===== src/hdl/kmd_pkg.sv =====
// Package for the key matrix debouncer: item, result and config types,
// opcodes, register indexes and reset values. No dependencies.
`timescale 1ns / 1ps

package kmd_pkg;

    localparam int KEY_W        = 32;
    localparam int CFG_DATA_W   = 16;
    localparam int CFG_IDX_W    = 1;
    localparam int ROW_COUNT_DEF = 4;

    localparam logic [7:0]  STABLE_TICKS_RESET = 8'd5;
    localparam logic [15:0] IDLE_LIMIT_RESET   = 16'd500;

    typedef enum logic [1:0] {
        OP_SCAN   = 2'd0,
        OP_RESEND = 2'd1,
        OP_WAKE   = 2'd2
    } t_opcode;

    localparam logic [CFG_IDX_W-1:0] CFG_STABLE_TICKS = 1'b0;
    localparam logic [CFG_IDX_W-1:0] CFG_IDLE_LIMIT   = 1'b1;

    typedef struct packed {
        logic [1:0]       opcode;
        logic [KEY_W-1:0] key_sample;
    } t_item;

    typedef struct packed {
        logic [7:0]  stable_ticks_needed;
        logic [15:0] idle_ticks_limit;
    } t_cfg;

    typedef struct packed {
        logic             send_report;
        logic [KEY_W-1:0] report_keys;
        logic             sleep_enter;
        logic             asleep_status;
    } t_result;

endpackage


===== src/hdl/kmd_cfg_regs.sv =====
// Configuration register file of the key matrix debouncer.
// Depends on kmd_pkg.
`timescale 1ns / 1ps

module kmd_cfg_regs (
    input  logic                           i_clk,
    input  logic                           i_rst_n,
    input  logic                           i_cfg_valid,
    input  logic [kmd_pkg::CFG_IDX_W-1:0]  i_cfg_index,
    input  logic [kmd_pkg::CFG_DATA_W-1:0] i_cfg_data,
    output kmd_pkg::t_cfg                  o_cfg
);
    import kmd_pkg::*;

    t_cfg r_cfg;

    always_ff @(posedge i_clk) begin
        if (!i_rst_n) begin
            r_cfg.stable_ticks_needed <= STABLE_TICKS_RESET;
            r_cfg.idle_ticks_limit    <= IDLE_LIMIT_RESET;
        end else if (i_cfg_valid) begin
            unique case (i_cfg_index)
                CFG_STABLE_TICKS: r_cfg.stable_ticks_needed <= i_cfg_data[7:0];
                CFG_IDLE_LIMIT:   r_cfg.idle_ticks_limit    <= i_cfg_data[15:0];
                default: ;
            endcase
        end
    end

    assign o_cfg = r_cfg;

endmodule


===== src/hdl/kmd_in_stage.sv =====
// Input register of the key matrix debouncer; holds one item for the core.
// Depends on kmd_pkg.
`timescale 1ns / 1ps

module kmd_in_stage (
    input  logic           i_clk,
    input  logic           i_rst_n,
    input  logic           i_valid,
    output logic           o_ready,
    input  kmd_pkg::t_item i_item,
    input  logic           i_advance,
    output logic           o_valid,
    output kmd_pkg::t_item o_item
);
    import kmd_pkg::*;

    logic  r_vld;
    t_item r_item;

    // free when empty or when the held item moves on this cycle
    assign o_ready = !r_vld || i_advance;

    always_ff @(posedge i_clk) begin
        if (!i_rst_n) begin
            r_vld <= 1'b0;
        end else if (o_ready) begin
            r_vld <= i_valid;
        end
    end

    always_ff @(posedge i_clk) begin
        if (i_valid && o_ready) begin
            r_item <= i_item;
        end
    end

    assign o_valid = r_vld;
    assign o_item  = r_item;

endmodule


===== src/hdl/kmd_core.sv =====
// Debounce and idle-sleep state with its single-pass next-state logic.
// Depends on kmd_pkg.
`timescale 1ns / 1ps

module kmd_core #(
    parameter int ROW_COUNT = kmd_pkg::ROW_COUNT_DEF
) (
    input  logic             i_clk,
    input  logic             i_rst_n,
    input  logic             i_advance,
    input  kmd_pkg::t_item   i_item,
    input  kmd_pkg::t_cfg    i_cfg,
    output kmd_pkg::t_result o_result
);
    import kmd_pkg::*;

    localparam logic [KEY_W-1:0] ROW_MASK = (ROW_COUNT >= 4) ? {KEY_W{1'b1}} :
        KEY_W'((64'd1 << (8 * ROW_COUNT)) - 64'd1);

    logic [KEY_W-1:0] r_stable_keys,    n_stable_keys;
    logic [KEY_W-1:0] r_candidate_keys, n_candidate_keys;
    logic             r_settling,       n_settling;
    logic [7:0]       r_settle_count,   n_settle_count;
    logic [15:0]      r_idle_count,     n_idle_count;
    logic             r_sleeping,       n_sleeping;

    logic [KEY_W-1:0] sample;
    logic [7:0]       need;
    logic             send;
    logic             enter;

    assign sample = i_item.key_sample & ROW_MASK;
    assign need   = (i_cfg.stable_ticks_needed == 8'd0) ? 8'd1 : i_cfg.stable_ticks_needed;

    always_comb begin
        n_stable_keys    = r_stable_keys;
        n_candidate_keys = r_candidate_keys;
        n_settling       = r_settling;
        n_settle_count   = r_settle_count;
        n_idle_count     = r_idle_count;
        n_sleeping       = r_sleeping;
        send             = 1'b0;
        enter            = 1'b0;

        unique case (i_item.opcode)
            OP_SCAN: begin
                if (!r_sleeping) begin
                    if (r_settling) begin
                        if (sample == r_candidate_keys) begin
                            if (r_settle_count != 8'hFF) begin
                                n_settle_count = r_settle_count + 8'd1;
                                if (n_settle_count == need) begin
                                    n_stable_keys = r_candidate_keys;
                                    send          = 1'b1;
                                end
                            end
                        end else begin
                            n_settling = 1'b0;
                        end
                    end else if (sample != r_stable_keys) begin
                        n_candidate_keys = sample;
                        n_settling       = 1'b1;
                        n_settle_count   = 8'd0;
                    end

                    if (sample == '0) begin
                        if (r_idle_count != 16'hFFFF) begin
                            n_idle_count = r_idle_count + 16'd1;
                        end
                        if (n_idle_count > i_cfg.idle_ticks_limit) begin
                            n_sleeping = 1'b1;
                            enter      = 1'b1;
                        end
                    end else begin
                        n_idle_count = 16'd0;
                    end
                end
            end
            OP_RESEND: begin
                send = !r_sleeping;
            end
            OP_WAKE: begin
                n_sleeping   = 1'b0;
                n_idle_count = 16'd0;
            end
            default: ;
        endcase
    end

    always_ff @(posedge i_clk) begin
        if (!i_rst_n) begin
            r_stable_keys    <= '0;
            r_candidate_keys <= '0;
            r_settling       <= 1'b0;
            r_settle_count   <= 8'd0;
            r_idle_count     <= 16'd0;
            r_sleeping       <= 1'b0;
        end else if (i_advance) begin
            r_stable_keys    <= n_stable_keys;
            r_candidate_keys <= n_candidate_keys;
            r_settling       <= n_settling;
            r_settle_count   <= n_settle_count;
            r_idle_count     <= n_idle_count;
            r_sleeping       <= n_sleeping;
        end
    end

    assign o_result.send_report   = send;
    assign o_result.report_keys   = n_stable_keys;
    assign o_result.sleep_enter   = enter;
    assign o_result.asleep_status = n_sleeping;

`ifndef SYNTHESIS
    a_enter_sleeps: assert property (@(posedge i_clk) disable iff (!i_rst_n)
        i_advance && enter |-> n_sleeping)
        else $error("sleep entered without asleep status");

    a_sleep_holds: assert property (@(posedge i_clk) disable iff (!i_rst_n)
        r_sleeping && !(i_advance && i_item.opcode == OP_WAKE)
        |=> r_sleeping && $stable(r_stable_keys))
        else $error("sleep left or key state changed without wake");

    a_keys_need_report: assert property (@(posedge i_clk) disable iff (!i_rst_n)
        !(i_advance && send && i_item.opcode == OP_SCAN) |=> $stable(r_stable_keys))
        else $error("reported keys changed without a report");
`endif

endmodule


===== src/hdl/kmd_out_stage.sv =====
// Result register of the key matrix debouncer; holds a result until taken.
// Depends on kmd_pkg.
`timescale 1ns / 1ps

module kmd_out_stage (
    input  logic             i_clk,
    input  logic             i_rst_n,
    input  logic             i_load,
    input  kmd_pkg::t_result i_result,
    output logic             o_can_load,
    output logic             o_valid,
    input  logic             i_ready,
    output kmd_pkg::t_result o_result
);
    import kmd_pkg::*;

    logic    r_vld;
    t_result r_result;

    assign o_can_load = !r_vld || i_ready;

    always_ff @(posedge i_clk) begin
        if (!i_rst_n) begin
            r_vld <= 1'b0;
        end else if (o_can_load) begin
            r_vld <= i_load;
        end
    end

    always_ff @(posedge i_clk) begin
        if (i_load) begin
            r_result <= i_result;
        end
    end

    assign o_valid  = r_vld;
    assign o_result = r_result;

endmodule


===== src/hdl/key_matrix_debounce_idle.sv =====
// Top level of the key matrix snapshot debouncer with idle sleep.
// Depends on kmd_pkg, kmd_cfg_regs, kmd_in_stage, kmd_core, kmd_out_stage.
`timescale 1ns / 1ps

// Key matrix debouncer. Each input transaction is one event: a scan tick with
// a full matrix sample (one byte per row, row 0 low), a maintenance resend, or
// a wake. Exactly one result transaction comes back per event, in order,
// carrying the debounced key state after the event, a report strobe, a
// sleep-entry strobe and the sleep status. Throughput is one transaction per
// clock while the result side is ready. The accepting edge loads the input
// register; once the result register has room, the single-pass state update
// is loaded into the result register. The settle and idle counters are
// updated in that one pass, which is what lets the next event enter the input
// register while the previous one moves on. Configuration writes (register 0:
// stable tick count, register 1: idle tick limit) are always accepted and must
// only be issued while no event is in flight.
module key_matrix_debounce_idle #(
    parameter int ROW_COUNT = kmd_pkg::ROW_COUNT_DEF
) (
    input  logic                           i_clk,
    input  logic                           i_rst_n,
    // event channel
    input  logic                           i_in_valid,
    output logic                           o_in_ready,
    input  logic [1:0]                     i_opcode,
    input  logic [kmd_pkg::KEY_W-1:0]      i_key_sample,
    // result channel
    output logic                           o_out_valid,
    input  logic                           i_out_ready,
    output logic                           o_send_report,
    output logic [kmd_pkg::KEY_W-1:0]      o_report_keys,
    output logic                           o_sleep_enter,
    output logic                           o_asleep_status,
    // configuration write channel
    input  logic                           i_cfg_valid,
    output logic                           o_cfg_ready,
    input  logic [kmd_pkg::CFG_IDX_W-1:0]  i_cfg_index,
    input  logic [kmd_pkg::CFG_DATA_W-1:0] i_cfg_data
);
    import kmd_pkg::*;

    t_cfg    cfg;
    t_item   in_item;
    t_item   held_item;
    t_result core_result;
    t_result out_result;
    logic    held_vld;
    logic    can_load;
    logic    advance;

    assign in_item.opcode     = i_opcode;
    assign in_item.key_sample = i_key_sample;

    // held event moves through the core when the result register has room
    assign advance = held_vld && can_load;

    assign o_cfg_ready = 1'b1;

    kmd_cfg_regs u_cfg (
        .i_clk       (i_clk),
        .i_rst_n     (i_rst_n),
        .i_cfg_valid (i_cfg_valid),
        .i_cfg_index (i_cfg_index),
        .i_cfg_data  (i_cfg_data),
        .o_cfg       (cfg)
    );

    kmd_in_stage u_in (
        .i_clk     (i_clk),
        .i_rst_n   (i_rst_n),
        .i_valid   (i_in_valid),
        .o_ready   (o_in_ready),
        .i_item    (in_item),
        .i_advance (advance),
        .o_valid   (held_vld),
        .o_item    (held_item)
    );

    kmd_core #(
        .ROW_COUNT (ROW_COUNT)
    ) u_core (
        .i_clk     (i_clk),
        .i_rst_n   (i_rst_n),
        .i_advance (advance),
        .i_item    (held_item),
        .i_cfg     (cfg),
        .o_result  (core_result)
    );

    kmd_out_stage u_out (
        .i_clk      (i_clk),
        .i_rst_n    (i_rst_n),
        .i_load     (advance),
        .i_result   (core_result),
        .o_can_load (can_load),
        .o_valid    (o_out_valid),
        .i_ready    (i_out_ready),
        .o_result   (out_result)
    );

    assign o_send_report   = out_result.send_report;
    assign o_report_keys   = out_result.report_keys;
    assign o_sleep_enter   = out_result.sleep_enter;
    assign o_asleep_status = out_result.asleep_status;

endmodule


===== config.mk =====
export PLATFORM = sky130hd
export DESIGN_NAME = key_matrix_debounce_idle
export DESIGN_NICKNAME = d
export VERILOG_FILES = /design/src/hdl/kmd_pkg.sv /design/src/hdl/kmd_cfg_regs.sv /design/src/hdl/kmd_in_stage.sv /design/src/hdl/kmd_core.sv /design/src/hdl/kmd_out_stage.sv /design/src/hdl/key_matrix_debounce_idle.sv
export SDC_FILE = /design/constraint.sdc
export NUM_CORES = 1
export LEC_CHECK = 0
export ABC_AREA = 1
export BUFFER_PORTS_ARGS = -buffer_cell sky130_fd_sc_hd__buf_2
export CORE_MARGIN = 5
export CORE_UTILIZATION = 40
export DETAILED_ROUTE_END_ITERATION = 12
export GPL_TIMING_DRIVEN = 0
export MAX_ROUTING_LAYER = met4
export PLACE_DENSITY_LB_ADDON = 0.08
export SYNTH_ARGS = -nofsm -noshare
export SYNTH_HDL_FRONTEND = slang
export SYNTH_SLANG_ARGS = --single-unit

===== constraint.sdc =====
create_clock -name i_clk -period 4 [get_ports i_clk]
set_input_delay 0.2 -clock i_clk [delete_from_list [all_inputs] [get_ports i_clk]]
set_output_delay 0.2 -clock i_clk [all_outputs]
set_load 0.02 [all_outputs]

==> out/qor.txt <==
DRT Wirelength = 27.0 mm
# setup viols final = 0
max-cap viol count = 0
Synth area leaders = dfxtp_1, edfxtp_1, nand2_1
Pre-antenna DRT Iters = 5
Vias/cell = 4.87
highest net fanout along the worst path = 5
Ports = 94
vias = 8744
H-tree Lvls = 4
FF+latch count, synth = 185
Core Area = 24200 um^2
Reg clk slew, reported paths = 0.07 ns
first-pass GRT wire length = 44.0 mm
CP peak stage delay = 0.41 ns
status = finished clean
P_leak = 5.14 nW
CTS tree = done
Worst Max-Slew Pin Slew = 0.830 ns
CTS Buf Count = 17
Detail Route Antenna Nets = 0
peak supply drop = 0.273 mV
Buffers on Ports = 92
vias in the first global route = 8197
worst min-delay path class = in2reg
initial antenna violation count = 1
P&R area growth vs syn = 19.2%
Iter 0 DRT Violations = 501
CP max-delay cell = dfxtp_1
CTS Buffer Depth = 2
unrepaired setup endpoints after global routing = no
Final Hold Vio Count = 0
crit path capture type = flop
Max Slew Vio Count = 0
# clock sinks = 185
Yosys Warn Count = 0
Synthesized Nets = 1381
Synth top cells by count = nand2_1, inv_1, dfxtp_1, a21oi_1, nor2_1
Critical Path, Cell by Cell = ha_1, nand2_1, inv_1, nand2_1, nor2_1, nand4_1, nor2_1, nand2_1, a21boi_1, ha_1, a21oi_1, o21ai_0, nand2_1, nand2_1, nand2_1, nand2_1, nand2_1, nand2_1, nand3_1, inv_1
cell row count = 57
WHS Path Cells = 3
Design Power = 4.41 mW
hpwl dp = 20.1 mm
die height = 167 um
largest net degree at the start of global routing = 35
dpl cells = 1724
Top cell by count, worst path = nand2_1
Overall Global Routing Usage = 20.1%
Setup Skew = 0.0191 ns
Post-layout nets = 1530
FFs w/ async S/R, synth = 0%
synthesized area = 9820 um^2
PwrDens = 377 nW/um^2
crit share post-route = 75.9%
DR WL/cell = 15.1 um
DRC = 0
Relative slew margins = 44.6%
RR Startpoint = u_core.r_idle_count[1]
count leader, synth = nand2_1
Primary FF master, synth = dfxtp_1
effective utilization at floorplan = 40.5%
worst hold start = i_cfg_data[0]
post-synth cell types = 39
Synth top area share = 23.7%
mean post-synth cell area = 7.51 um^2
Hold Crit Endpoint = u_cfg.o_cfg[16]
r2r setup slk = 0.96 ns
die area = 27800 um^2
largest area contributor in the netlist = dfxtp_1
GRT overflow = 0
reg2reg end = u_out.o_result[0]
Worst Reg-to-Reg Cells = 20
Die Span X = 167 um
Mapped Cells = 1307
Peak Freq = 0.329 GHz
latest clock arrival within the worst-skew pair = 0.44 ns
setup tns final = 0 ns
layout cell share with drive strength beyond 1 = 15.6%
Root Buffer = clkbuf_16
Tmin final = 3.04 ns
critical path startpoint category = flop
EDFF count, synth = 69
Post-Layout Cell Count = 1794
CP Data Required Time = 4.19 ns
Seq/Total Area, Yosys = 44.8%
Worst Path Class, Setup = reg2reg
Worst Path Arrival = 3.23 ns
GPL Wtd Cong = 0.835
==> layout make-up <==
type	instances	area, um^2
buffer	45	246
clock buffer	21	504
clock inverter	11	118
antenna	1	2.50
fill	2466	12500
inverter	197	739
timing repair buffer	130	851
tap	324	405
sequential	185	4390
multi-input combinational	880	4440
==> registers in the layout (all words and copies together), names as in the netlist, 8 cells and up <==
name and flops:
u_core.r_stable_keys 32, u_in.o_item 34, u_core.r_settle_count 8, u_core.r_idle_count 16
u_cfg.o_cfg 24, u_core.r_candidate_keys 32, u_out.o_result 35
==> worst max-delay path: cells and delay by family, from the launching register on <==
| kind | cells | cell delay (ns) |
|---|---|---|
| fa+ha+maj | 2 | 0.48 |
| flops | 1 | 0.41 |
| compound gates | 3 | 0.48 |
| simple gates | 13 | 1.27 |
| buf+inv | 2 | 0.14 |
==> worst max path at each step <==
stage	startpoint	to	slack [ns]
2_1_floorplan	u_core.r_idle_count[1]	u_out.o_result[0]	1.45
3_3_place_gp	i_out_ready	u_core.r_stable_keys[28]	0.45
3_5_place_dp	u_core.r_idle_count[1]	u_out.o_result[0]	0.99
4_1_cts	u_core.r_idle_count[1]	u_out.o_result[0]	0.98
5_1_grt	u_core.r_idle_count[1]	u_out.o_result[0]	0.63
6_report	u_core.r_idle_count[1]	u_out.o_result[0]	0.96
==> cell families (layout without fill, tap and decap cells) <==
logic type	count (synthesis)	in the layout	share of synthesized area (%)
flops	185	185	44.8
xor+xnor	15	15	1.34
compound gates	209	209	12.2
simple gates	637	637	29.3
fa+ha+maj	18	18	2.29
other cells	1	2	0.0382
buf+inv	242	404	10.0
==> cells in the final DEF, fill, tap and decap left out, types with 4 or more instances in the layout <==
cell,count
a21oi_1,105
nand2_1,367
clkbuf_1,27
ha_1,18
o211ai_1,8
o21ai_2,30
nor3_1,6
dfxtp_1,116
xnor2_1,11
clkbuf_16,20
nand4_1,38
inv_2,10
o21ai_0,58
dlygate4sd3_1,37
nor2_1,100
buf_2,103
nand3_1,76
xor2_1,4
edfxtp_1,69
nand2_2,4
inv_1,185
nand3_2,34
==> through the flow <==
| step | setup slack [ns] | utilization [%] | area (um^2) | hold slack [ns] |
|---|---|---|---|---|
| finish | 0.964 | 48.3 | 11700 | 0.0118 |
| global route | 0.627 | 48.3 | 11700 | 0.00893 |
| detailed placement | 0.988 | 44.1 | 10700 | 0.378 |
| global placement | 0.448 | 44.1 | 10700 | 0.377 |
| CTS | 0.978 | 48.2 | 11700 | 0.00151 |
| floorplan | 1.45 | - | 9820 | 0.299 |
==> repair_timing <==
item | 4_1_cts | 5_1_grt
buffers inserted | 0 | 0
hold buffers | 37 | 0
gates resized for setup | 0 | 0
endpoints found under the setup margin | 0 | 0
endpoints found under the hold margin | 38 | 0
==> power by group <==
part	total (mW)	internal, mW	switching [mW]
combinational	0.491	0.183	0.308
sequential	2.13	2.06	0.0736
clock	1.79	0.993	0.800
==> metal layers <==
metal	up-vias	track usage, %	routed length (um)
li1	4537	-	-
met1	3981	28.4	13600
met2	210	30.5	11900
met3	16	3.60	1290
met4	0	4.09	220
met5	-	-	0
Power figures use the tool's default switching activity.
